`config.mk`:
```
export PLATFORM = sky130hd
export DESIGN_NAME = capture_session_ack_sequencer_core_flat
export DESIGN_NICKNAME = d
export VERILOG_FILES = /design/src/hw/rtl/csas_pkg.sv /design/src/hw/rtl/csas_req_if.sv /design/src/hw/rtl/csas_rsp_if.sv /design/src/hw/rtl/csas_step.sv /design/src/hw/rtl/capture_session_ack_sequencer_core.sv /design/src/flat_wrapper.sv
export VERILOG_INCLUDE_DIRS = /design/src /design/src/hw/rtl
export SDC_FILE = /design/constraint.sdc
export NUM_CORES = 1
export LEC_CHECK = 0
export ABC_AREA = 1
export BUFFER_PORTS_ARGS = -buffer_cell sky130_fd_sc_hd__buf_2
export CAP_MARGIN = 0
export CORE_ASPECT_RATIO = 0.8
export CORE_MARGIN = 1
export CORE_UTILIZATION = 45
export DETAILED_ROUTE_END_ITERATION = 8
export PLACE_DENSITY_LB_ADDON = 0.3
export SYNTH_ARGS = -nofsm -noshare
export SYNTH_HDL_FRONTEND = slang
export SYNTH_SLANG_ARGS = --single-unit
```
`constraint.sdc`:
```
create_clock -name clock -period 6.5 [get_ports clock]
set_input_delay 0.65 -clock clock [delete_from_list [all_inputs] [get_ports clock]]
set_output_delay 0.65 -clock clock [all_outputs]
set_load 0.02 [all_outputs]
```
`src/hw/rtl/capture_session_ack_sequencer_core_assert.svh`:
```
// Assertion macros for the capture session sequencer.
// Used by capture_session_ack_sequencer_core; expects signals named clock and reset.
`ifndef CAPTURE_SESSION_ACK_SEQUENCER_CORE_ASSERT_SVH
`define CAPTURE_SESSION_ACK_SEQUENCER_CORE_ASSERT_SVH

// Same-cycle implication, off during reset.
`define CSAS_ASSERT_SAME(lbl, ante, cons, msg) \
   lbl: assert property (@(posedge clock) disable iff (reset) (ante) |-> (cons)) \
      else $error(msg);

// Next-cycle implication, off during reset.
`define CSAS_ASSERT_NEXT(lbl, ante, cons, msg) \
   lbl: assert property (@(posedge clock) disable iff (reset) (ante) |=> (cons)) \
      else $error(msg);

`endif

```
`src/hw/rtl/csas_pkg.sv`:
```
// Shared types and constants of the capture session sequencer.
// No dependencies; used by the channel interfaces, csas_step and the top level.
`timescale 1ns / 1ps

package csas_pkg;

   localparam int OP_W       = 3;
   localparam int LINE_W     = 10;
   localparam int REP_W      = 16;
   localparam int SEQ_W      = 32;
   localparam int TIME_W     = 32;
   localparam int DRAIN_W    = 20;
   localparam int PHASE_W    = 4;
   localparam int REC_W      = 3;
   localparam int ARM_W      = 2;
   localparam int CSR_IDX_W  = 3;
   localparam int CSR_DATA_W = 20;

   typedef enum logic [PHASE_W-1:0] {
      PH_IDLE          = 4'd0,
      PH_SEND_SESSION  = 4'd1,
      PH_SEND_TIMING   = 4'd2,
      PH_SEND_RAW      = 4'd3,
      PH_SEND_COMPLETE = 4'd4,
      PH_CAP_TIMING    = 4'd5,
      PH_CAP_RAW       = 4'd6,
      PH_DRAIN         = 4'd7,
      PH_WAIT          = 4'd8
   } phase_type;

   typedef enum logic [OP_W-1:0] {
      OP_START   = 3'd0,
      OP_CANCEL  = 3'd1,
      OP_ACK     = 3'd2,
      OP_SERVICE = 3'd3,
      OP_STOP    = 3'd4
   } op_type;

   typedef enum logic [REC_W-1:0] {
      REC_NONE     = 3'd0,
      REC_SESSION  = 3'd1,
      REC_TIMING   = 3'd2,
      REC_RAW      = 3'd3,
      REC_COMPLETE = 3'd4
   } rec_type;

   typedef enum logic [ARM_W-1:0] {
      ARM_NONE   = 2'd0,
      ARM_TIMING = 2'd1,
      ARM_RAW    = 2'd2
   } arm_type;

   typedef enum logic [1:0] {
      PEND_NONE    = 2'd0,
      PEND_ADVANCE = 2'd1,
      PEND_RETRY   = 2'd2
   } pend_type;

   typedef enum logic [CSR_IDX_W-1:0] {
      CSR_MIN_START_LINE   = 3'd0,
      CSR_MAX_START_LINE   = 3'd1,
      CSR_MAX_LINE_COUNT   = 3'd2,
      CSR_MAX_REPEAT_COUNT = 3'd3,
      CSR_DRAIN_TIME_US    = 3'd4
   } csr_idx_type;

   localparam logic [LINE_W-1:0]  MIN_START_LINE_RST   = 10'd1;
   localparam logic [LINE_W-1:0]  MAX_START_LINE_RST   = 10'd312;
   localparam logic [LINE_W-1:0]  MAX_LINE_COUNT_RST   = 10'd64;
   localparam logic [REP_W-1:0]   MAX_REPEAT_COUNT_RST = 16'd16;
   localparam logic [DRAIN_W-1:0] DRAIN_TIME_US_RST    = 20'd10000;

   typedef struct packed {
      logic [LINE_W-1:0]  min_start_line;
      logic [LINE_W-1:0]  max_start_line;
      logic [LINE_W-1:0]  max_line_count;
      logic [REP_W-1:0]   max_repeat_count;
      logic [DRAIN_W-1:0] drain_time_us;
   } cfg_type;

   localparam cfg_type CFG_RST = '{
      min_start_line:   MIN_START_LINE_RST,
      max_start_line:   MAX_START_LINE_RST,
      max_line_count:   MAX_LINE_COUNT_RST,
      max_repeat_count: MAX_REPEAT_COUNT_RST,
      drain_time_us:    DRAIN_TIME_US_RST
   };

   typedef struct packed {
      phase_type          phase;
      phase_type          drained_phase;
      logic               cancel_flag;
      pend_type           pending;
      logic [LINE_W-1:0]  base_line;
      logic [LINE_W-1:0]  lines_per_cap;
      logic [REP_W-1:0]   repeat_total;
      logic [REP_W-1:0]   repeat_index;
      logic [SEQ_W-1:0]   sequence_num;
      logic [TIME_W-1:0]  drain_start;
      logic [TIME_W-1:0]  session;
   } state_type;

   localparam state_type STATE_RST = '{
      phase:         PH_IDLE,
      drained_phase: PH_IDLE,
      cancel_flag:   1'b0,
      pending:       PEND_NONE,
      base_line:     '0,
      lines_per_cap: '0,
      repeat_total:  '0,
      repeat_index:  '0,
      sequence_num:  '0,
      drain_start:   '0,
      session:       '0
   };

   typedef struct packed {
      logic [OP_W-1:0]   op;
      logic [LINE_W-1:0] first_line;
      logic [LINE_W-1:0] lines_wanted;
      logic [REP_W-1:0]  repeats_wanted;
      logic              engine_blocked;
      logic [SEQ_W-1:0]  ack_sequence;
      logic              ack_retry;
      logic              link_up;
      logic              capture_done;
      logic              send_done;
      logic [TIME_W-1:0] now_us;
   } req_type;

   typedef struct packed {
      logic              accepted;
      phase_type         phase;
      rec_type           record_started;
      arm_type           arm_command;
      logic              halt_capture;
      logic              resend;
      logic [SEQ_W-1:0]  sequence_now;
      logic [REP_W-1:0]  repeat_now;
      logic              was_cancelled;
      logic [TIME_W-1:0] session_tag;
   } rsp_type;

endpackage

```
`src/hw/rtl/csas_req_if.sv`:
```
// Event channel of the capture session sequencer: valid, ready and the event fields.
// Depends on csas_pkg for field widths.
`timescale 1ns / 1ps

interface csas_req_if;
   logic                          valid;
   logic                          ready;
   logic [csas_pkg::OP_W-1:0]     op;
   logic [csas_pkg::LINE_W-1:0]   first_line;
   logic [csas_pkg::LINE_W-1:0]   lines_wanted;
   logic [csas_pkg::REP_W-1:0]    repeats_wanted;
   logic                          engine_blocked;
   logic [csas_pkg::SEQ_W-1:0]    ack_sequence;
   logic                          ack_retry;
   logic                          link_up;
   logic                          capture_done;
   logic                          send_done;
   logic [csas_pkg::TIME_W-1:0]   now_us;

   modport source (
      output valid, op, first_line, lines_wanted, repeats_wanted, engine_blocked,
             ack_sequence, ack_retry, link_up, capture_done, send_done, now_us,
      input  ready
   );

   modport sink (
      input  valid, op, first_line, lines_wanted, repeats_wanted, engine_blocked,
             ack_sequence, ack_retry, link_up, capture_done, send_done, now_us,
      output ready
   );
endinterface

```
`src/hw/rtl/csas_rsp_if.sv`:
```
// Result channel of the capture session sequencer: valid, ready and the result fields.
// Depends on csas_pkg for field widths.
`timescale 1ns / 1ps

interface csas_rsp_if;
   logic                          valid;
   logic                          ready;
   logic                          accepted;
   logic [csas_pkg::PHASE_W-1:0]  phase;
   logic [csas_pkg::REC_W-1:0]    record_started;
   logic [csas_pkg::ARM_W-1:0]    arm_command;
   logic                          halt_capture;
   logic                          resend;
   logic [csas_pkg::SEQ_W-1:0]    sequence_now;
   logic [csas_pkg::REP_W-1:0]    repeat_now;
   logic                          was_cancelled;
   logic [csas_pkg::TIME_W-1:0]   session_tag;

   modport source (
      output valid, accepted, phase, record_started, arm_command, halt_capture,
             resend, sequence_now, repeat_now, was_cancelled, session_tag,
      input  ready
   );

   modport sink (
      input  valid, accepted, phase, record_started, arm_command, halt_capture,
             resend, sequence_now, repeat_now, was_cancelled, session_tag,
      output ready
   );
endinterface

```
`src/hw/rtl/csas_step.sv`:
```
// Next-state and result logic for one event beat of the session sequencer.
// Purely combinational; depends on csas_pkg.
`timescale 1ns / 1ps

module csas_step (
   input  csas_pkg::cfg_type   cfg,
   input  csas_pkg::state_type state_q,
   input  csas_pkg::req_type   item,
   output csas_pkg::state_type state_d,
   output csas_pkg::rsp_type   result
);

   // Effect of advancing past the drained record, from the current state.
   csas_pkg::phase_type         adv_phase;
   csas_pkg::rec_type           adv_rec;
   csas_pkg::arm_type           adv_arm;
   logic                        adv_inc;
   logic [csas_pkg::REP_W-1:0]  adv_repeat;

   always_comb begin
      adv_phase  = state_q.phase;
      adv_rec    = csas_pkg::REC_NONE;
      adv_arm    = csas_pkg::ARM_NONE;
      adv_inc    = 1'b0;
      adv_repeat = state_q.repeat_index;
      case (state_q.drained_phase)
         csas_pkg::PH_SEND_SESSION: begin
            if (state_q.cancel_flag) begin
               adv_phase = csas_pkg::PH_SEND_COMPLETE;
               adv_rec   = csas_pkg::REC_COMPLETE;
               adv_inc   = 1'b1;
            end else begin
               adv_phase = csas_pkg::PH_CAP_TIMING;
               adv_arm   = csas_pkg::ARM_TIMING;
            end
         end
         csas_pkg::PH_SEND_TIMING: begin
            if (state_q.cancel_flag) begin
               adv_phase = csas_pkg::PH_SEND_COMPLETE;
               adv_rec   = csas_pkg::REC_COMPLETE;
               adv_inc   = 1'b1;
            end else begin
               adv_repeat = {{(csas_pkg::REP_W-1){1'b0}}, 1'b1};
               adv_phase  = csas_pkg::PH_CAP_RAW;
               adv_arm    = csas_pkg::ARM_RAW;
            end
         end
         csas_pkg::PH_SEND_RAW: begin
            if (state_q.cancel_flag || state_q.repeat_index >= state_q.repeat_total) begin
               adv_phase = csas_pkg::PH_SEND_COMPLETE;
               adv_rec   = csas_pkg::REC_COMPLETE;
               adv_inc   = 1'b1;
            end else begin
               adv_repeat = state_q.repeat_index + {{(csas_pkg::REP_W-1){1'b0}}, 1'b1};
               adv_phase  = csas_pkg::PH_CAP_RAW;
               adv_arm    = csas_pkg::ARM_RAW;
            end
         end
         csas_pkg::PH_SEND_COMPLETE: begin
            adv_phase = csas_pkg::PH_IDLE;
         end
         default: begin
         end
      endcase
   end

   always_comb begin
      csas_pkg::state_type          st;
      csas_pkg::phase_type          p;
      logic                         acc;
      logic                         halt;
      logic                         resend;
      csas_pkg::rec_type            rec;
      csas_pkg::arm_type            arm;
      logic                         host_go;
      logic                         host_retry;
      logic                         start_ok;
      logic [csas_pkg::TIME_W-1:0]  elapsed;

      st         = state_q;
      p          = state_q.phase;
      acc        = 1'b0;
      halt       = 1'b0;
      resend     = 1'b0;
      rec        = csas_pkg::REC_NONE;
      arm        = csas_pkg::ARM_NONE;
      host_go    = 1'b0;
      host_retry = 1'b0;
      elapsed    = item.now_us - state_q.drain_start;
      start_ok   = (state_q.phase == csas_pkg::PH_IDLE) && !item.engine_blocked &&
                   (item.first_line >= cfg.min_start_line) &&
                   (item.first_line <= cfg.max_start_line) &&
                   (item.lines_wanted != '0) && (item.lines_wanted <= cfg.max_line_count) &&
                   (item.repeats_wanted != '0) &&
                   (item.repeats_wanted <= cfg.max_repeat_count);

      case (item.op)
         csas_pkg::OP_START: begin
            if (start_ok) begin
               st.base_line     = item.first_line;
               st.lines_per_cap = item.lines_wanted;
               st.repeat_total  = item.repeats_wanted;
               st.repeat_index  = '0;
               st.session       = item.now_us;
               st.sequence_num  = {{(csas_pkg::SEQ_W-1){1'b0}}, 1'b1};
               st.cancel_flag   = 1'b0;
               st.pending       = csas_pkg::PEND_NONE;
               st.phase         = csas_pkg::PH_SEND_SESSION;
               rec              = csas_pkg::REC_SESSION;
               acc              = 1'b1;
            end
         end
         csas_pkg::OP_CANCEL: begin
            if (state_q.phase != csas_pkg::PH_IDLE) begin
               st.cancel_flag = 1'b1;
               if (state_q.phase inside {csas_pkg::PH_CAP_TIMING, csas_pkg::PH_CAP_RAW,
                                         csas_pkg::PH_WAIT}) begin
                  halt            = (state_q.phase != csas_pkg::PH_WAIT);
                  st.sequence_num = state_q.sequence_num +
                                    {{(csas_pkg::SEQ_W-1){1'b0}}, 1'b1};
                  st.phase        = csas_pkg::PH_SEND_COMPLETE;
                  rec             = csas_pkg::REC_COMPLETE;
               end else if (state_q.phase == csas_pkg::PH_DRAIN) begin
                  st.pending = csas_pkg::PEND_ADVANCE;
               end
            end
         end
         csas_pkg::OP_ACK: begin
            if (item.ack_sequence == state_q.sequence_num &&
                state_q.drained_phase inside {csas_pkg::PH_SEND_TIMING,
                                              csas_pkg::PH_SEND_RAW}) begin
               if (state_q.phase == csas_pkg::PH_DRAIN) begin
                  st.pending = item.ack_retry ? csas_pkg::PEND_RETRY : csas_pkg::PEND_ADVANCE;
                  acc        = 1'b1;
               end else if (state_q.phase == csas_pkg::PH_WAIT) begin
                  host_go    = 1'b1;
                  host_retry = item.ack_retry;
                  acc        = 1'b1;
               end
            end
         end
         csas_pkg::OP_SERVICE: begin
            if (state_q.phase != csas_pkg::PH_IDLE) begin
               if (!item.link_up) begin
                  // link loss acts as stop
                  halt           = 1'b1;
                  st.phase       = csas_pkg::PH_IDLE;
                  st.drain_start = '0;
                  st.pending     = csas_pkg::PEND_NONE;
               end else if (state_q.phase == csas_pkg::PH_DRAIN) begin
                  if (elapsed >= {{(csas_pkg::TIME_W-csas_pkg::DRAIN_W){1'b0}},
                                  cfg.drain_time_us}) begin
                     if (state_q.drained_phase inside {csas_pkg::PH_SEND_TIMING,
                                                       csas_pkg::PH_SEND_RAW}) begin
                        st.phase = csas_pkg::PH_WAIT;
                        if (state_q.pending != csas_pkg::PEND_NONE) begin
                           st.pending = csas_pkg::PEND_NONE;
                           host_go    = 1'b1;
                           host_retry = (state_q.pending == csas_pkg::PEND_RETRY);
                        end
                     end else begin
                        host_go = 1'b1;
                     end
                  end
               end else begin
                  if (state_q.phase == csas_pkg::PH_CAP_TIMING && item.capture_done) begin
                     halt            = 1'b1;
                     st.sequence_num = state_q.sequence_num +
                                       {{(csas_pkg::SEQ_W-1){1'b0}}, 1'b1};
                     rec             = csas_pkg::REC_TIMING;
                     p               = csas_pkg::PH_SEND_TIMING;
                  end else if (state_q.phase == csas_pkg::PH_CAP_RAW && item.capture_done) begin
                     halt            = 1'b1;
                     st.sequence_num = state_q.sequence_num +
                                       {{(csas_pkg::SEQ_W-1){1'b0}}, 1'b1};
                     rec             = csas_pkg::REC_RAW;
                     p               = csas_pkg::PH_SEND_RAW;
                  end
                  st.phase = p;
                  // a record begun this beat may also finish sending in it
                  if (p inside {[csas_pkg::PH_SEND_SESSION:csas_pkg::PH_SEND_COMPLETE]} &&
                      item.send_done) begin
                     st.drained_phase = p;
                     st.drain_start   = item.now_us;
                     st.phase         = csas_pkg::PH_DRAIN;
                  end
               end
            end
         end
         csas_pkg::OP_STOP: begin
            halt           = 1'b1;
            st.phase       = csas_pkg::PH_IDLE;
            st.drain_start = '0;
            st.pending     = csas_pkg::PEND_NONE;
         end
         default: begin
         end
      endcase

      if (host_go) begin
         if (host_retry) begin
            resend   = 1'b1;
            st.phase = state_q.drained_phase;
         end else begin
            st.phase        = adv_phase;
            rec             = adv_rec;
            arm             = adv_arm;
            st.repeat_index = adv_repeat;
            st.sequence_num = state_q.sequence_num + {{(csas_pkg::SEQ_W-1){1'b0}}, adv_inc};
         end
      end

      state_d               = st;
      result.accepted       = acc;
      result.phase          = st.phase;
      result.record_started = rec;
      result.arm_command    = arm;
      result.halt_capture   = halt;
      result.resend         = resend;
      result.sequence_now   = st.sequence_num;
      result.repeat_now     = st.repeat_index;
      result.was_cancelled  = st.cancel_flag;
      result.session_tag    = st.session;
   end

endmodule

```
`src/hw/rtl/capture_session_ack_sequencer_core.sv`:
```
// Top level of the capture session sequencer: config registers, state, result register.
// Depends on csas_pkg, csas_req_if, csas_rsp_if, csas_step and the assertion header.
`timescale 1ns / 1ps
//
//  channel   dir  handshake            beat carries
//  --------  ---  -------------------  -----------------------------------------
//  req_chan  in   valid/ready          one event (start/cancel/ack/service/stop)
//  rsp_chan  out  valid/ready          one result per event, phase and counters
//  csr_*     in   csr_we, no wait      register index and write data
//
//  One event per cycle. An accepted beat updates the session state at the same
//  edge and its result lands in the output register, valid from the next cycle.
//  req_chan.ready is high while the output register is empty or being taken, so
//  a new beat enters in the cycle its predecessor's result leaves.
//  Reset is synchronous, active high: state, config and result valid take defaults,
//  result data is not reset, and no beat is accepted while reset is high.
//  A stalled rsp_chan holds its beat and stops intake; no work is lost.

`include "capture_session_ack_sequencer_core_assert.svh"

module capture_session_ack_sequencer_core (
   input  logic                              clock,
   input  logic                              reset,
   input  logic                              csr_we,
   input  logic [csas_pkg::CSR_IDX_W-1:0]    csr_index,
   input  logic [csas_pkg::CSR_DATA_W-1:0]   csr_wdata,
   csas_req_if.sink                          req_chan,
   csas_rsp_if.source                        rsp_chan
);

   csas_pkg::cfg_type   cfg_ff, cfg_in;
   csas_pkg::state_type state_ff, state_in;
   csas_pkg::rsp_type   rsp_ff, rsp_in;
   csas_pkg::req_type   item;
   logic                rsp_valid_ff, rsp_valid_in;
   logic                accept;

   // ---- configuration writes; indexes past the list are dropped
   always_comb begin
      cfg_in = cfg_ff;
      if (csr_we) begin
         case (csr_index)
            csas_pkg::CSR_MIN_START_LINE:
               cfg_in.min_start_line = csr_wdata[csas_pkg::LINE_W-1:0];
            csas_pkg::CSR_MAX_START_LINE:
               cfg_in.max_start_line = csr_wdata[csas_pkg::LINE_W-1:0];
            csas_pkg::CSR_MAX_LINE_COUNT:
               cfg_in.max_line_count = csr_wdata[csas_pkg::LINE_W-1:0];
            csas_pkg::CSR_MAX_REPEAT_COUNT:
               cfg_in.max_repeat_count = csr_wdata[csas_pkg::REP_W-1:0];
            csas_pkg::CSR_DRAIN_TIME_US:
               cfg_in.drain_time_us = csr_wdata[csas_pkg::DRAIN_W-1:0];
            default: begin
            end
         endcase
      end
   end

   always_ff @(posedge clock) begin
      if (reset) begin
         cfg_ff <= csas_pkg::CFG_RST;
      end else begin
         cfg_ff <= cfg_in;
      end
   end

   // ---- intake: ready while the result register is free or draining this cycle
   assign req_chan.ready = !reset && (!rsp_valid_ff || rsp_chan.ready);
   assign accept         = req_chan.valid && req_chan.ready;

   assign item.op             = req_chan.op;
   assign item.first_line     = req_chan.first_line;
   assign item.lines_wanted   = req_chan.lines_wanted;
   assign item.repeats_wanted = req_chan.repeats_wanted;
   assign item.engine_blocked = req_chan.engine_blocked;
   assign item.ack_sequence   = req_chan.ack_sequence;
   assign item.ack_retry      = req_chan.ack_retry;
   assign item.link_up        = req_chan.link_up;
   assign item.capture_done   = req_chan.capture_done;
   assign item.send_done      = req_chan.send_done;
   assign item.now_us         = req_chan.now_us;

   // ---- per-event decision logic
   csas_step u_step (
      .cfg     (cfg_ff),
      .state_q (state_ff),
      .item    (item),
      .state_d (state_in),
      .result  (rsp_in)
   );

   // ---- session state, committed only on an accepted beat
   always_ff @(posedge clock) begin
      if (reset) begin
         state_ff <= csas_pkg::STATE_RST;
      end else if (accept) begin
         state_ff <= state_in;
      end
   end

   // ---- result register
   always_comb begin
      rsp_valid_in = rsp_valid_ff;
      if (accept) begin
         rsp_valid_in = 1'b1;
      end else if (rsp_chan.ready) begin
         rsp_valid_in = 1'b0;
      end
   end

   always_ff @(posedge clock) begin
      if (reset) begin
         rsp_valid_ff <= 1'b0;
      end else begin
         rsp_valid_ff <= rsp_valid_in;
      end
   end

   always_ff @(posedge clock) begin
      if (accept) begin
         rsp_ff <= rsp_in;
      end
   end

   assign rsp_chan.valid          = rsp_valid_ff;
   assign rsp_chan.accepted       = rsp_ff.accepted;
   assign rsp_chan.phase          = rsp_ff.phase;
   assign rsp_chan.record_started = rsp_ff.record_started;
   assign rsp_chan.arm_command    = rsp_ff.arm_command;
   assign rsp_chan.halt_capture   = rsp_ff.halt_capture;
   assign rsp_chan.resend         = rsp_ff.resend;
   assign rsp_chan.sequence_now   = rsp_ff.sequence_now;
   assign rsp_chan.repeat_now     = rsp_ff.repeat_now;
   assign rsp_chan.was_cancelled  = rsp_ff.was_cancelled;
   assign rsp_chan.session_tag    = rsp_ff.session_tag;

   // ---- checks
   `CSAS_ASSERT_SAME(a_stall_blocks_intake, rsp_valid_ff && !rsp_chan.ready, !req_chan.ready, "intake open while result stalled")
   `CSAS_ASSERT_NEXT(a_accept_gives_result, accept, rsp_valid_ff, "accepted beat left no result")
   `CSAS_ASSERT_NEXT(a_stop_goes_idle, accept && req_chan.op == csas_pkg::OP_STOP, rsp_ff.phase == csas_pkg::PH_IDLE && rsp_ff.halt_capture && state_ff.pending == csas_pkg::PEND_NONE, "stop did not return to idle")
   `CSAS_ASSERT_NEXT(a_start_opens_session, accept && rsp_in.accepted && req_chan.op == csas_pkg::OP_START, rsp_ff.sequence_now == 32'd1 && rsp_ff.phase == csas_pkg::PH_SEND_SESSION && rsp_ff.record_started == csas_pkg::REC_SESSION, "start did not open a session record")

endmodule

```
`src/flat_wrapper.sv`:
```
// flat-port wrapper written by rule: the top's interface ports become plain ports
module capture_session_ack_sequencer_core_flat 
  (clock, reset, csr_we, csr_index, csr_wdata, req_chan_valid, req_chan_op, req_chan_first_line, req_chan_lines_wanted, req_chan_repeats_wanted, req_chan_engine_blocked, req_chan_ack_sequence, req_chan_ack_retry, req_chan_link_up, req_chan_capture_done, req_chan_send_done, req_chan_now_us, req_chan_ready, rsp_chan_valid, rsp_chan_accepted, rsp_chan_phase, rsp_chan_record_started, rsp_chan_arm_command, rsp_chan_halt_capture, rsp_chan_resend, rsp_chan_sequence_now, rsp_chan_repeat_now, rsp_chan_was_cancelled, rsp_chan_session_tag, rsp_chan_ready);
  csas_req_if req_chan_i ();
  csas_rsp_if rsp_chan_i ();
  input  logic clock;
  input  logic reset;
  input  logic csr_we;
  input  logic [csas_pkg::CSR_IDX_W-1:0] csr_index;
  input  logic [csas_pkg::CSR_DATA_W-1:0] csr_wdata;
  input wire logic [$bits(req_chan_i.valid)-1:0] req_chan_valid;
  input wire logic [$bits(req_chan_i.op)-1:0] req_chan_op;
  input wire logic [$bits(req_chan_i.first_line)-1:0] req_chan_first_line;
  input wire logic [$bits(req_chan_i.lines_wanted)-1:0] req_chan_lines_wanted;
  input wire logic [$bits(req_chan_i.repeats_wanted)-1:0] req_chan_repeats_wanted;
  input wire logic [$bits(req_chan_i.engine_blocked)-1:0] req_chan_engine_blocked;
  input wire logic [$bits(req_chan_i.ack_sequence)-1:0] req_chan_ack_sequence;
  input wire logic [$bits(req_chan_i.ack_retry)-1:0] req_chan_ack_retry;
  input wire logic [$bits(req_chan_i.link_up)-1:0] req_chan_link_up;
  input wire logic [$bits(req_chan_i.capture_done)-1:0] req_chan_capture_done;
  input wire logic [$bits(req_chan_i.send_done)-1:0] req_chan_send_done;
  input wire logic [$bits(req_chan_i.now_us)-1:0] req_chan_now_us;
  output wire logic [$bits(req_chan_i.ready)-1:0] req_chan_ready;
  output wire logic [$bits(rsp_chan_i.valid)-1:0] rsp_chan_valid;
  output wire logic [$bits(rsp_chan_i.accepted)-1:0] rsp_chan_accepted;
  output wire logic [$bits(rsp_chan_i.phase)-1:0] rsp_chan_phase;
  output wire logic [$bits(rsp_chan_i.record_started)-1:0] rsp_chan_record_started;
  output wire logic [$bits(rsp_chan_i.arm_command)-1:0] rsp_chan_arm_command;
  output wire logic [$bits(rsp_chan_i.halt_capture)-1:0] rsp_chan_halt_capture;
  output wire logic [$bits(rsp_chan_i.resend)-1:0] rsp_chan_resend;
  output wire logic [$bits(rsp_chan_i.sequence_now)-1:0] rsp_chan_sequence_now;
  output wire logic [$bits(rsp_chan_i.repeat_now)-1:0] rsp_chan_repeat_now;
  output wire logic [$bits(rsp_chan_i.was_cancelled)-1:0] rsp_chan_was_cancelled;
  output wire logic [$bits(rsp_chan_i.session_tag)-1:0] rsp_chan_session_tag;
  input wire logic [$bits(rsp_chan_i.ready)-1:0] rsp_chan_ready;
  assign req_chan_i.valid = req_chan_valid;
  assign req_chan_i.op = req_chan_op;
  assign req_chan_i.first_line = req_chan_first_line;
  assign req_chan_i.lines_wanted = req_chan_lines_wanted;
  assign req_chan_i.repeats_wanted = req_chan_repeats_wanted;
  assign req_chan_i.engine_blocked = req_chan_engine_blocked;
  assign req_chan_i.ack_sequence = req_chan_ack_sequence;
  assign req_chan_i.ack_retry = req_chan_ack_retry;
  assign req_chan_i.link_up = req_chan_link_up;
  assign req_chan_i.capture_done = req_chan_capture_done;
  assign req_chan_i.send_done = req_chan_send_done;
  assign req_chan_i.now_us = req_chan_now_us;
  assign req_chan_ready = req_chan_i.ready;
  assign rsp_chan_valid = rsp_chan_i.valid;
  assign rsp_chan_accepted = rsp_chan_i.accepted;
  assign rsp_chan_phase = rsp_chan_i.phase;
  assign rsp_chan_record_started = rsp_chan_i.record_started;
  assign rsp_chan_arm_command = rsp_chan_i.arm_command;
  assign rsp_chan_halt_capture = rsp_chan_i.halt_capture;
  assign rsp_chan_resend = rsp_chan_i.resend;
  assign rsp_chan_sequence_now = rsp_chan_i.sequence_now;
  assign rsp_chan_repeat_now = rsp_chan_i.repeat_now;
  assign rsp_chan_was_cancelled = rsp_chan_i.was_cancelled;
  assign rsp_chan_session_tag = rsp_chan_i.session_tag;
  assign rsp_chan_i.ready = rsp_chan_ready;
  capture_session_ack_sequencer_core u_core (.clock(clock), .reset(reset), .csr_we(csr_we), .csr_index(csr_index), .csr_wdata(csr_wdata), .req_chan(req_chan_i), .rsp_chan(rsp_chan_i));
endmodule
```
==> tab_implementation.tex, run 1 <==
\begin{tabular}{lr}
\hline
Metric & Value \\
\hline
\multicolumn{2}{l}{\textbf{Cells and area}} \\
\quad Area taken by flip-flops and latches & approximately 0.0069 mm² \\
\quad Number of standard cells in the final layout excluding fillers & 3469 \\
\quad Most common cell after layout, fill and taps aside & sky130\_fd\_sc\_hd\_\_nand2\_1 \\
\quad Core occupancy in the finished layout & 0.527 \\
\quad Area growth from synthesis to layout & 14.0\% \\
\quad Multi-input logic area & approximately 0.010 mm² \\
\quad Share of cells above drive strength 1 & 0.116 \\
\quad Commonest non-fill, non-tap cells in the layout & 601 x sky130\_fd\_sc\_hd\_\_nand2\_1, 418 x sky130\_fd\_sc\_hd\_\_inv\_1, 239 x sky130\_fd\_sc\_hd\_\_a21oi\_1 \\
\quad \# fillers & 4082 \\
\quad Number of nets in the layout & between 3000 and 4000 \\
\multicolumn{2}{l}{\textbf{Setup path}} \\
\quad Worst setup EP type & flip-flop \\
\quad Reg-to-reg slack, setup & approximately 1.8 ns \\
\quad Req. time, crit path & 6.81 ns \\
\quad Worst Path Class, Setup & flip-flop to flip-flop \\
\quad Worst reg2reg path depth & 27 \\
\quad Type of element launching the critical path & flip-flop \\
\quad FF-to-FF Start & u\_core.state\_ff[32] \\
\quad Endpoint of the worst register-to-register path & u\_core.rsp\_chan.repeat\_now[2] \\
\quad Max FO, Critical Path & 53 \\
\quad Crit path DAT & approximately 5.0 ns \\
\multicolumn{2}{l}{\textbf{Global route}} \\
\quad Total track usage & 0.284 \\
\quad Wire length of the first global-routing pass & 95300 µm \\
\quad Pin count of the biggest net entering global routing & between 90 and 100 \\
\quad Remaining global-route overflow & 0 \\
\quad Via count of the first global-routing pass & roughly 17000 \\
\quad Antenna violations before repair & 6 \\
\multicolumn{2}{l}{\textbf{Detailed routing}} \\
\quad Top Metal Used & met5 \\
\quad Met1 routed wirelength after detailed routing & about 29000 µm \\
\quad Sum of met3 wire segment lengths after detailed routing & roughly 4300 µm \\
\quad WL/cell & between 15 and 20 µm \\
\quad Wire length reported by the detailed router & just over 60000 µm \\
\quad Post-route DRC & 0 \\
\quad Number of nets still failing antenna checks after routing & 0 \\
\quad Detailed Routing Iterations Pass 1 & 6 \\
\quad 1st-iter DRT viols & around 1600 \\
\quad Number of vias per cell after detailed routing & around 5.4 \\
\quad Detailed-route via count & 18800 \\
\quad Total met2 wirelength after detailed routing & $\sim$28000 µm \\
\multicolumn{2}{l}{\textbf{Run status}} \\
\quad Status & finished clean \\
\multicolumn{2}{l}{\textbf{Clock tree}} \\
\quad Resize count post-CTS & 0 \\
\quad CTS tree & yes \\
\quad Count of clock tree sinks & 299 \\
\quad Clock tree root driver cell & sky130\_fd\_sc\_hd\_\_clkbuf\_16 \\
\quad Number of H-tree levels & 2 \\
\quad Number of buffers inserted for hold repair after clock tree synthesis & 0 \\
\quad Clock latency at the later pin of the worst-skew pair & between 0.5 and 0.6 ns \\
\quad Post-CTS clock slew at the launch and capture registers of the worst setup and hold paths & 0.06 ns \\
\quad Post-CTS Setup Inserts & 0 \\
\quad Inserted Clock Buffers & 34 \\
\quad Buffer depth of the longest clock path & 3 \\
\multicolumn{2}{l}{\textbf{Synth}} \\
\quad EDFF count, synth & 93 \\
\quad Sequential element share of the synthesized area & 0.364 \\
\quad Async S/R FF share, synth & 0 \\
\quad Dominant register cell in the synthesized netlist & sky130\_fd\_sc\_hd\_\_dfxtp\_1 \\
\quad Net Count, Synth & between 2000 and 3000 \\
\quad Synthesis-stage register bit count & $\sim$300 \\
\quad Number of unique standard cell types used by synthesis & 55 \\
\quad Cell area after technology mapping & approximately 0.019 mm² \\
\quad Mean post-synth cell area & roughly 7 µm² \\
\quad Count of mapped cells out of synthesis & around 2700 \\
\quad Number of warning messages in the yosys log & 0 \\
\multicolumn{2}{l}{\textbf{Floorplanning}} \\
\quad Number of placement rows & 66 \\
\quad Total core area & around 0.041 mm² \\
\quad Die W & approximately 230 µm \\
\quad Starting Density & 0.462 \\
\quad Die H & approximately 190 µm \\
\quad Top-level port count & 231 \\
\quad Die Footprint & 0.0431 mm² \\
\multicolumn{2}{l}{\textbf{Timing}} \\
\quad Transition time at the pin with the least slew margin & between 1 and 1.5 ns \\
\quad Total setup violations reported at the end of the flow & 0 \\
\quad Final TNS setup & 0 ns \\
\quad Highest clock frequency the design can meet & 215 MHz \\
\quad Setup repair after global routing missed its margin & false \\
\quad Smallest setup slack after layout & about 1.8 ns \\
\quad Ratio of final minimum period to clock period & 0.717 \\
\quad Min Hold Slack & around 0.35 ns \\
\quad Clock skew after layout & slightly below 0.03 ns \\
\quad Worst slew slack as a fraction of its limit & 0.0935 \\
\quad Final slew viol count & 0 \\
\quad Final number of hold-violating endpoints & 0 \\
\quad Minimum period implied by the final worst setup slack & 4.66 ns \\
\multicolumn{2}{l}{\textbf{Placement}} \\
\quad Port-buffer cells & between 200 and 250 \\
\quad Number of cells after detailed placement & about 3400 \\
\quad Placer Congestion & between 0.9 and 1 \\
\quad HPWL after DPL & between 40000 and 50000 µm \\
\quad DP Worst Slack & about 1.4 ns \\
\multicolumn{2}{l}{\textbf{Pwr}} \\
\quad Maximum vdd ir drop & 243 µV \\
\quad Pleak & 9.62 nW \\
\quad Power per Cell Area & roughly 220 mW/mm² \\
\multicolumn{2}{l}{\textbf{Hold path}} \\
\quad Endpoint of the worst hold path & u\_core.cfg\_ff[10] \\
\quad Hold-critical path depth & 3 \\
\quad Type of the most critical hold path & primary input to flip-flop \\
\quad Hold\_sp & csr\_wdata[10] \\
\multicolumn{2}{l}{\textbf{Job}} \\
\quad Number of max-capacitance violations reported & 0 \\
\hline
\end{tabular}
-- layout make-up --
cell class                 count  share of cell area
antenna                        4            0.000462
clock buffer                  43              0.0431
clock inverter                19              0.0106
inverter                     432              0.0749
multi-input combinational   1881               0.461
sequential                   299               0.319
tap                          544              0.0314
timing repair buffer         247              0.0590
-- power by group --
part | internal, mW | switching (mW) | total, mW
Combinational | 0.263 | 0.527 | 0.791
Sequential | 1.99 | 0.0546 | 2.05
Clock | 1.16 | 0.848 | 2.01
Total | 3.42 | 1.43 | 4.85
-- cells by family after synthesis --
| kind of cell | share of synthesized area |
|---|---|
| fa+ha+maj | 0.0781 |
| flops | 0.364 |
| simple gates | 0.234 |
| xor+xnor | 0.0318 |
| compound gates | 0.181 |
| buf+inv | 0.111 |
-- how the worst max path moves through the flow --
stage                        start                               end  slack (ns)  cells after the start
2_1_floorplan       rsp_chan_ready          u_core.rsp_chan.accepted        1.50                      6
3_3_place_gp    req_chan_now_us[0]     u_core.rsp_chan.repeat_now[2]        1.47                     29
3_5_place_dp    req_chan_now_us[0]     u_core.rsp_chan.repeat_now[2]        1.39                     30
4_1_cts        u_core.state_ff[32]     u_core.rsp_chan.repeat_now[2]        1.91                     28
5_1_grt        u_core.state_ff[96]  u_core.rsp_chan.sequence_now[31]        1.45                     24
6_report       u_core.state_ff[32]     u_core.rsp_chan.repeat_now[2]        1.84                     27
-- cells in the mapped netlist (25+ instances only) --
| cell type | instances | area share |
|---|---|---|
| sky130_fd_sc_hd__xor2_1 | 47 | 0.022 |
| sky130_fd_sc_hd__nor2_1 | 214 | 0.042 |
| sky130_fd_sc_hd__inv_1 | 420 | 0.083 |
| sky130_fd_sc_hd__clkbuf_1 | 87 | 0.017 |
| sky130_fd_sc_hd__edfxtp_1 | 93 | 0.15 |
| sky130_fd_sc_hd__o21ai_0 | 207 | 0.054 |
| sky130_fd_sc_hd__nand4_1 | 29 | 0.0095 |
| sky130_fd_sc_hd__nor3_1 | 25 | 0.0066 |
| sky130_fd_sc_hd__o21ai_1 | 49 | 0.013 |
| sky130_fd_sc_hd__a21oi_1 | 239 | 0.063 |
| sky130_fd_sc_hd__a211oi_1 | 51 | 0.020 |
| sky130_fd_sc_hd__dfxtp_1 | 206 | 0.22 |
| sky130_fd_sc_hd__nand2_1 | 604 | 0.12 |
| sky130_fd_sc_hd__nand3_1 | 154 | 0.041 |
| sky130_fd_sc_hd__ha_1 | 117 | 0.077 |
-- sequential cells by signal (all words and copies together) (netlist names), 2 cells and up --
name                            cells
u_core.rsp_chan.record_started      3
u_core.rsp_chan.session_tag        32
u_core.cfg_ff                      66
u_core.rsp_chan.sequence_now       32
u_core.rsp_chan.repeat_now         16
u_core.rsp_chan.phase               4
u_core.state_ff                   139
u_core.rsp_chan.arm_command         2
-- per-layer routing --
| layer | GRT usage | up-vias |
|---|---|---|
| met1 | 0.393 | 8762 |
| met5 | 0 | - |
| met3 | 0.0406 | 93 |
| met2 | 0.457 | 676 |
| met4 | 0.0874 | 2 |
| li1 | - | 9308 |
-- worst max-delay path: stages, from the launching register on --
cell and delay (ns):
sky130_fd_sc_hd__dfxtp_1 0.36, sky130_fd_sc_hd__ha_1 0.16, sky130_fd_sc_hd__inv_1 0.08, sky130_fd_sc_hd__fa_1 0.46, sky130_fd_sc_hd__nand3_1 0.09, sky130_fd_sc_hd__nand3_1 0.14
sky130_fd_sc_hd__nand2_1 0.10, sky130_fd_sc_hd__nand2_1 0.09, sky130_fd_sc_hd__nand2_1 0.07, sky130_fd_sc_hd__nand2_1 0.09, sky130_fd_sc_hd__xor2_1 0.16, sky130_fd_sc_hd__ha_1 0.27
sky130_fd_sc_hd__nand2_1 0.08, sky130_fd_sc_hd__nor2_1 0.06, sky130_fd_sc_hd__nand2_1 0.07, sky130_fd_sc_hd__nor2_1 0.05, sky130_fd_sc_hd__nor2_1 0.09, sky130_fd_sc_hd__nand2_1 0.06
sky130_fd_sc_hd__a21oi_1 0.16, sky130_fd_sc_hd__nand3_1 0.10, sky130_fd_sc_hd__nor2_1 0.10, sky130_fd_sc_hd__nand2_1 0.11, sky130_fd_sc_hd__o21ai_1 0.14, sky130_fd_sc_hd__nand2_1 0.11
sky130_fd_sc_hd__nand2_4 0.47, sky130_fd_sc_hd__buf_4 0.41, sky130_fd_sc_hd__o21ai_1 0.14, sky130_fd_sc_hd__o21a_1 0.14
-- through the flow --
stage,power (mW),area (µm²)
after floorplan,2.60,19000
after global placement,2.85,20500
after detailed placement,2.87,20500
after CTS,4.87,21700
after global routing,5.05,21700
final,4.85,21700
Note: power is estimated with default switching activity, not from simulation.
==> inputs of run 2 (changes only) <==
==> constraint.sdc (replaced) <==
create_clock -name clock -period 3.9 [get_ports clock]
set_input_delay 0.39 -clock clock [delete_from_list [all_inputs] [get_ports clock]]
set_output_delay 0.39 -clock clock [all_outputs]
set_load 0.02 [all_outputs]
==> run 2 against run 1 <==
Against the previous run: the run now ends with negative setup slack left; critical endpoint is now u_core.rsp_chan.sequence_now[8]; wire length up 5.8%; total power up 68%; sequential cell count unchanged; largest power group unchanged; die area unchanged; fmax up 19%.
==> tab_implementation.tex, run 2 (same netlist as run 1, synthesis figures left out) <==
\begin{tabular}{lr}
\hline
Metric & Value \\
\hline
\multicolumn{2}{l}{\textbf{Timing}} \\
\quad Transition time at the pin with the least slew margin & $\sim$0.98 ns \\
\quad Clock skew after layout & about 0.018 ns \\
\quad Highest clock frequency the design can meet & roughly 250 MHz \\
\quad Final number of hold-violating endpoints & 0 \\
\quad Minimum period implied by the final worst setup slack & roughly 3.9 ns \\
\quad Final TNS setup & -0.224 ns \\
\quad Smallest setup slack after layout & -0.0311 ns \\
\quad Final slew viol count & 0 \\
\quad Ratio of final minimum period to clock period & 1.01 \\
\quad Total setup violations reported at the end of the flow & 11 \\
\quad Worst slew slack as a fraction of its limit & 0.348 \\
\quad Setup repair after global routing missed its margin & true \\
\multicolumn{2}{l}{\textbf{Detailed routing}} \\
\quad Total met2 wirelength after detailed routing & 30100 µm \\
\quad Sum of met3 wire segment lengths after detailed routing & around 4800 µm \\
\quad Detailed-route via count & about 20000 \\
\quad Wire length reported by the detailed router & about 66000 µm \\
\quad 1st-iter DRT viols & around 1700 \\
\quad Top Metal Used & met4 \\
\quad Detailed Routing Iterations Pass 1 & 5 \\
\quad WL/cell & between 15 and 20 µm \\
\quad Post-route DRC & 0 \\
\quad Met1 routed wirelength after detailed routing & 29100 µm \\
\quad Number of nets still failing antenna checks after routing & 0 \\
\quad Number of vias per cell after detailed routing & between 5 and 6 \\
\multicolumn{2}{l}{\textbf{Cells and area}} \\
\quad Share of cells above drive strength 1 & 0.220 \\
\quad Most common cell after layout, fill and taps aside & sky130\_fd\_sc\_hd\_\_nand2\_1 \\
\quad Commonest non-fill, non-tap cells in the layout & 517 x sky130\_fd\_sc\_hd\_\_nand2\_1, 402 x sky130\_fd\_sc\_hd\_\_inv\_1, 232 x sky130\_fd\_sc\_hd\_\_a21oi\_1 \\
\quad Core occupancy in the finished layout & 0.585 \\
\quad Number of flip-flops in the largest register & about 140 \\
\quad Number of nets in the layout & around 3300 \\
\quad Final cell area excluding filler cells & about 0.024 mm² \\
\quad Biggest register & u\_core.state\_ff \\
\quad Area growth from synthesis to layout & 26.5\% \\
\quad Leading registers by flop count & u\_core.state\_ff x139, u\_core.cfg\_ff x66 \\
\multicolumn{2}{l}{\textbf{Hold path}} \\
\quad Type of the most critical hold path & primary input to flip-flop \\
\multicolumn{2}{l}{\textbf{Global route}} \\
\quad Total track usage & 0.286 \\
\quad Remaining global-route overflow & 0 \\
\quad Via count of the first global-routing pass & 18000 \\
\quad Wire length of the first global-routing pass & 97000 µm \\
\quad Antenna violations before repair & 5 \\
\quad Pin count of the biggest net entering global routing & between 90 and 100 \\
\multicolumn{2}{l}{\textbf{Placement}} \\
\quad Placer Congestion & slightly below 1 \\
\quad Port-buffer cells & between 200 and 250 \\
\quad Total placed instance area & 0.0214 mm² \\
\quad HPWL after DPL & about 47000 µm \\
\multicolumn{2}{l}{\textbf{Floorplanning}} \\
\quad Die Footprint & between 0.04 and 0.05 mm² \\
\quad Top-level port count & 231 \\
\quad Number of placement rows & between 60 and 70 \\
\quad Starting Density & 0.462 \\
\quad Die W & 232 µm \\
\quad Die H & between 150 and 200 µm \\
\quad Total core area & between 0.04 and 0.05 mm² \\
\multicolumn{2}{l}{\textbf{Clock tree}} \\
\quad Buffer depth of the longest clock path & 3 \\
\quad Number of buffers inserted for hold repair after clock tree synthesis & 0 \\
\quad Inserted Clock Buffers & 34 \\
\quad Post-CTS clock slew at the launch and capture registers of the worst setup and hold paths & $\sim$0.060 ns \\
\quad Clock tree root driver cell & sky130\_fd\_sc\_hd\_\_clkbuf\_16 \\
\quad Clock latency at the later pin of the worst-skew pair & around 0.55 ns \\
\quad Number of H-tree levels & 2 \\
\quad CTS tree & yes \\
\quad Count of clock tree sinks & approximately 300 \\
\multicolumn{2}{l}{\textbf{Setup path}} \\
\quad Worst reg2reg path depth & 24 \\
\quad Req. time, crit path & $\sim$4.2 ns \\
\quad Type of element launching the critical path & flip-flop \\
\quad Worst setup EP type & flip-flop \\
\quad Reg-to-reg slack, setup & -0.03 ns \\
\quad Crit. Startpoint & u\_core.state\_ff[32] \\
\quad Worst Path Class, Setup & flip-flop to flip-flop \\
\quad Endpoint of the worst register-to-register path & u\_core.rsp\_chan.sequence\_now[8] \\
\quad Crit path DAT & about 4.2 ns \\
\quad Worst setup endpoint & u\_core.rsp\_chan.sequence\_now[8] \\
\quad FF-to-FF Start & u\_core.state\_ff[32] \\
\quad Max FO, Critical Path & 7 \\
\multicolumn{2}{l}{\textbf{Job}} \\
\quad Number of max-capacitance violations reported & 0 \\
\multicolumn{2}{l}{\textbf{Run status}} \\
\quad Status & complete, but fails checks \\
\quad Violated checks & negative setup slack \\
\multicolumn{2}{l}{\textbf{Pwr}} \\
\quad Maximum vdd ir drop & 324 µV \\
\quad Pleak & approximately 11 nW \\
\quad Net switching power figure & between 2 and 2.5 mW \\
\quad Part of the total power dissipated in the clock network & 0.391 \\
\quad Flop pwr share & 0.417 \\
\quad Design internal power & about 5.7 mW \\
\quad Share of power burned in combinational logic & 0.192 \\
\quad Fraction of power spent switching nets & 0.299 \\
\quad Power per Cell Area & 339 mW/mm² \\
\hline
\end{tabular}
-- run 2: cell types whose count changed in the layout (fill, tap and decap cells not counted), moves of 14 or more --
cell / before / now
sky130_fd_sc_hd__nand2_1: 601 / 517
sky130_fd_sc_hd__buf_4: 17 / 127
sky130_fd_sc_hd__inv_2: 11 / 26
sky130_fd_sc_hd__inv_1: 418 / 402
sky130_fd_sc_hd__ha_4: 0 / 16
sky130_fd_sc_hd__o21ai_1: 49 / 23
sky130_fd_sc_hd__nand3_2: 0 / 14
sky130_fd_sc_hd__nand3_1: 154 / 131
sky130_fd_sc_hd__nand2_4: 1 / 22
sky130_fd_sc_hd__ha_1: 117 / 101
sky130_fd_sc_hd__nand2_2: 5 / 67
sky130_fd_sc_hd__o21ai_2: 0 / 14
-- run 2: worst max-delay path, cell delays in order, from the launching register on --
cell and delay (ns):
sky130_fd_sc_hd__dfxtp_2 0.35, sky130_fd_sc_hd__ha_4 0.14, sky130_fd_sc_hd__inv_4 0.03, sky130_fd_sc_hd__fa_2 0.39
sky130_fd_sc_hd__nand3_2 0.10, sky130_fd_sc_hd__nand3_4 0.08, sky130_fd_sc_hd__nand2_1 0.07, sky130_fd_sc_hd__nand3_1 0.10
sky130_fd_sc_hd__buf_4 0.16, sky130_fd_sc_hd__a31oi_1 0.25, sky130_fd_sc_hd__xnor2_1 0.18, sky130_fd_sc_hd__ha_1 0.26
sky130_fd_sc_hd__nand2_1 0.08, sky130_fd_sc_hd__nor2_1 0.06, sky130_fd_sc_hd__a21oi_2 0.13, sky130_fd_sc_hd__nand3_1 0.09
sky130_fd_sc_hd__nor2_2 0.10, sky130_fd_sc_hd__nand2_2 0.10, sky130_fd_sc_hd__nor2_4 0.15, sky130_fd_sc_hd__nor2_4 0.06
sky130_fd_sc_hd__nor2_8 0.22, sky130_fd_sc_hd__nand2_8 0.16, sky130_fd_sc_hd__clkbuf_16 0.21, sky130_fd_sc_hd__o21ai_2 0.15
sky130_fd_sc_hd__inv_1 0.05
-- run 2: through the flow --
| stage | hold WS [ns] | total power [mW] | instances | setup slack, ns |
|---|---|---|---|---|
| finish | 0.0849 | 8.16 | 3607 | -0.0311 |
| CTS | 0.0745 | 8.03 | 3574 | 0.00407 |
| detailed placement | 0.440 | 4.86 | 3512 | -0.229 |
| global placement | 0.433 | 4.83 | 3512 | -0.164 |
| floorplan | 0.425 | 4.32 | 2729 | 0.162 |
| global route | 0.116 | 8.47 | 3604 | -0.286 |
-- run 2: per-layer routing --
layer,global-route usage,vias up
met3,0.0371,123
met2,0.474,729
li1,-,9597
met4,0.0703,0
met1,0.393,9265
met5,0,-
-- run 2: layout make-up --
| type | count | area, µm² |
|---|---|---|
| clock buffers | 50 | 971 |
| flip-flops and latches | 299 | 6920 |
| repair buffers | 383 | 2580 |
| clock inverters | 12 | 119 |
| fillers | 3845 | 17100 |
| well taps | 544 | 681 |
| multi-input cells | 1883 | 11100 |
| inverters | 432 | 1630 |
| diodes | 4 | 10.0 |
-- run 2: worst min path at each step --
stage,from,endpoint,slack [ns],cells past startpoint
final,csr_wdata[13],u_core.cfg_ff[13],0.08,3
after global placement,u_core.state_ff[31],u_core.state_ff[31],0.43,2
after global routing,csr_wdata[13],u_core.cfg_ff[13],0.12,3
after floorplan,u_core.state_ff[10],u_core.state_ff[10],0.42,2
after CTS,csr_wdata[13],u_core.cfg_ff[13],0.07,3
after detailed placement,u_core.state_ff[31],u_core.state_ff[31],0.44,2
-- run 2: repair_timing --
item,in CTS,in global routing
gates resized for setup,4,278
hold endpoints to repair,0,0
gates cloned,0,12
setup buffers,0,17
endpoints found under the setup margin,4,110
pin swaps,1,64
-- run 2: power groups by stage --
stage / registers, mW / logic [mW] / clock network (mW)
finish: 3.40 / 1.57 / 3.19
global route: 3.41 / 1.74 / 3.33
CTS: 3.40 / 1.41 / 3.22
detailed placement: 3.46 / 1.40 / 0
global placement: 3.46 / 1.37 / 0
floorplan: 3.49 / 0.837 / 0
==> inputs of run 3 (changes only) <==
--- a/config.mk
+++ b/config.mk
@@ -12,8 +12,11 @@
 export CORE_ASPECT_RATIO = 0.8
 export CORE_MARGIN = 1
 export CORE_UTILIZATION = 45
+export CTS_CLUSTER_SIZE = 20
 export DETAILED_ROUTE_END_ITERATION = 8
+export GPL_ROUTABILITY_DRIVEN = 0
 export PLACE_DENSITY_LB_ADDON = 0.3
+export RECOVER_POWER = 100
 export SYNTH_ARGS = -nofsm -noshare
 export SYNTH_HDL_FRONTEND = slang
 export SYNTH_SLANG_ARGS = --single-unit
==> run 3 against run 2 <==
Against the previous run: the flow finishes with violations (max-capacitance violations, max-slew violations, negative setup slack); register-to-register slack lost 0.08 ns; highest routed layer is now met5; largest power group unchanged; die area is the same; setup slack worse by 0.079 ns; clock skew decreased by 0.0027 ns; non-clock buffer count down 18; design area fell by 2.8%; critical path type unchanged.
==> tab_implementation.tex, run 3 (same netlist as run 1, synthesis figures left out) <==
\begin{tabular}{lr}
\hline
Metric & Value \\
\hline
\multicolumn{2}{l}{\textbf{Cells and area}} \\
\quad Most common cell after layout, fill and taps aside & sky130\_fd\_sc\_hd\_\_nand2\_1 \\
\quad Final cell area excluding filler cells & about 0.023 mm² \\
\quad Biggest register & u\_core.state\_ff \\
\quad Core occupancy in the finished layout & 0.568 \\
\quad Number of nets in the layout & $\sim$3300 \\
\quad Commonest non-fill, non-tap cells in the layout & 545 x sky130\_fd\_sc\_hd\_\_nand2\_1, 415 x sky130\_fd\_sc\_hd\_\_inv\_1, 234 x sky130\_fd\_sc\_hd\_\_a21oi\_1 \\
\quad Share of cells above drive strength 1 & 0.167 \\
\quad Number of flip-flops in the largest register & between 100 and 150 \\
\quad Area growth from synthesis to layout & 23.0\% \\
\quad Leading registers by flop count & u\_core.state\_ff x139, u\_core.cfg\_ff x66 \\
\multicolumn{2}{l}{\textbf{Setup path}} \\
\quad Type of element launching the critical path & flip-flop \\
\quad Highest cell delay on the worst timing path & just over 0.4 ns \\
\quad Req. time, crit path & roughly 4.3 ns \\
\quad Crit path DAT & between 4 and 5 ns \\
\quad FF-to-FF Start & u\_core.state\_ff[32] \\
\quad Buffers \& Inverters on Critical Path & 3 \\
\quad Reg-to-reg slack, setup & -0.11 ns \\
\quad Largest delay contributor family on the critical path & simple AND/OR/NAND/NOR gates \\
\quad Max FO, Critical Path & 7 \\
\quad Worst setup EP type & flip-flop \\
\quad Endpoint of the worst register-to-register path & u\_core.state\_ff[85] \\
\quad Crit. Startpoint & u\_core.state\_ff[32] \\
\quad Most numerous cell on the critical path & sky130\_fd\_sc\_hd\_\_nand2\_2 \\
\quad Worst reg2reg path depth & 29 \\
\quad Slowest cell on the critical path & sky130\_fd\_sc\_hd\_\_fa\_2 \\
\quad Worst Path Class, Setup & flip-flop to flip-flop \\
\multicolumn{2}{l}{\textbf{Clock tree}} \\
\quad CTS tree & yes \\
\quad Inserted Clock Buffers & 34 \\
\quad Number of buffers inserted for hold repair after clock tree synthesis & 0 \\
\quad Buffer depth of the longest clock path & 3 \\
\quad Clock latency at the later pin of the worst-skew pair & 0.55 ns \\
\quad Count of clock tree sinks & 299 \\
\quad Number of H-tree levels & 2 \\
\quad Clock tree root driver cell & sky130\_fd\_sc\_hd\_\_clkbuf\_16 \\
\quad Post-CTS clock slew at the launch and capture registers of the worst setup and hold paths & roughly 0.060 ns \\
\multicolumn{2}{l}{\textbf{Floorplanning}} \\
\quad Die H & 186 µm \\
\quad Die Footprint & about 0.043 mm² \\
\quad Total core area & approximately 0.04 mm² \\
\quad Number of placement rows & 66 \\
\quad Starting Density & 0.462 \\
\quad Die W & about 230 µm \\
\quad Top-level port count & 231 \\
\multicolumn{2}{l}{\textbf{Global route}} \\
\quad Pin count of the biggest net entering global routing & 92 \\
\quad Total track usage & 0.271 \\
\quad Via count of the first global-routing pass & approximately 18000 \\
\quad Antenna violations before repair & 9 \\
\quad Wire length of the first global-routing pass & just over 90000 µm \\
\quad Remaining global-route overflow & 0 \\
\multicolumn{2}{l}{\textbf{Detailed routing}} \\
\quad Top Metal Used & met5 \\
\quad Number of nets still failing antenna checks after routing & 0 \\
\quad WL/cell & around 17 µm \\
\quad Total met2 wirelength after detailed routing & $\sim$28000 µm \\
\quad Sum of met3 wire segment lengths after detailed routing & around 5000 µm \\
\quad Wire length reported by the detailed router & 61400 µm \\
\quad Detailed Routing Iterations Pass 1 & 7 \\
\quad Detailed-route via count & 19600 \\
\quad 1st-iter DRT viols & 1787 \\
\quad Number of vias per cell after detailed routing & roughly 5.5 \\
\quad Met1 routed wirelength after detailed routing & about 27000 µm \\
\quad Post-route DRC & 0 \\
\multicolumn{2}{l}{\textbf{Timing}} \\
\quad Setup repair after global routing missed its margin & true \\
\quad Final number of hold-violating endpoints & 0 \\
\quad Clock skew after layout & around 0.015 ns \\
\quad Highest clock frequency the design can meet & between 200 and 250 MHz \\
\quad Ratio of final minimum period to clock period & 1.03 \\
\quad Transition time at the pin with the least slew margin & roughly 2.7 ns \\
\quad Smallest setup slack after layout & -0.110 ns \\
\quad Total setup violations reported at the end of the flow & a little over 70 \\
\quad Minimum period implied by the final worst setup slack & between 4 and 5 ns \\
\quad Worst slew slack as a fraction of its limit & -0.794 \\
\quad Final slew viol count & approximately 110 \\
\multicolumn{2}{l}{\textbf{Job}} \\
\quad Number of max-capacitance violations reported & 2 \\
\multicolumn{2}{l}{\textbf{Pwr}} \\
\quad Maximum vdd ir drop & between 200 and 250 µV \\
\quad Pleak & about 10 nW \\
\quad Overall power consumption & a little over 8 mW \\
\quad Power per Cell Area & approximately 360 mW/mm² \\
\multicolumn{2}{l}{\textbf{Hold path}} \\
\quad Hold\_sp & csr\_wdata[13] \\
\quad Endpoint of the worst hold path & u\_core.cfg\_ff[13] \\
\quad Type of the most critical hold path & primary input to flip-flop \\
\quad Hold-critical path depth & 3 \\
\multicolumn{2}{l}{\textbf{Placement}} \\
\quad Port-buffer cells & 230 \\
\quad HPWL after DPL & 44400 µm \\
\quad Total placed instance area & 0.0213 mm² \\
\multicolumn{2}{l}{\textbf{Run status}} \\
\quad Violated checks & max-capacitance violations, max-slew violations, negative setup slack \\
\quad Status & complete, but fails checks \\
\hline
\end{tabular}
run 3: cell count changes in the layout (fill, tap and decap cells not counted), sizes merged:
cell      change
diode         +3
buf         -115
clkinv        +4
nand2         -1
inv           -5
clkinvlp      +1
bufinv        +3
clkbuf       +93
run 3: layout make-up:
class	instances	area, µm²
antenna	7	17.5
fill	3882	17700
clock buffer	46	956
sequential	299	6920
clock inverter	15	230
multi-input combinational	1882	10800
timing repair buffer	365	2190
inverter	432	1630
tap	544	681
run 3: layer usage:
layer,global-route usage,vias to the layer above
li1,-,9568
met1,0.360,9014
met2,0.445,850
met3,0.0438,148
met4,0.0908,4
met5,0,-
run 3: timing repair:
item | CTS | global route
cloned | 1 | 4
endpoints found under the setup margin | 24 | 109
pin swaps | 3 | 38
setup buffers | 1 | 9
gates resized for setup | 15 | 182
run 3: how the worst max path moves through the flow:
| stage | to | cells past startpoint |
|---|---|---|
| after global routing | u_core.state_ff[85] | 29 |
| after global placement | u_core.rsp_chan.sequence_now[16] | 30 |
| after detailed placement | u_core.rsp_chan.sequence_now[4] | 30 |
| after floorplan | u_core.rsp_chan.sequence_now[22] | 29 |
| after CTS | u_core.rsp_chan.sequence_now[16] | 28 |
| final | u_core.state_ff[85] | 29 |
run 3: worst register-to-register path: cells and delay by family (launching register included):
family,cells,cell delay [ns]
AOI/OAI and AO/OA,4,0.37
DFF,1,0.35
xor gates and xnor gates,1,0.15
buffers and inverters,3,0.35
and+or+nand+nor,18,1.81
adders and majority gates,3,0.85
run 3: through the flow:
step,cells,setup slack (ns),hold slack [ns],setup TNS (ns)
detailed placement,3507,-0.300,0.439,-20.40
global route,3588,-0.337,0.0798,-32.84
global placement,3507,-0.179,0.432,-9.33
floorplan,2729,0.162,0.425,0
CTS,3570,0.0371,0.0594,0
finish,3590,-0.110,0.0725,-2.71
run 3: power by group:
part | internal, mW | switching [mW]
clock network | 2.01 | 1.39
logic | 0.556 | 0.945
registers | 3.32 | 0.0853
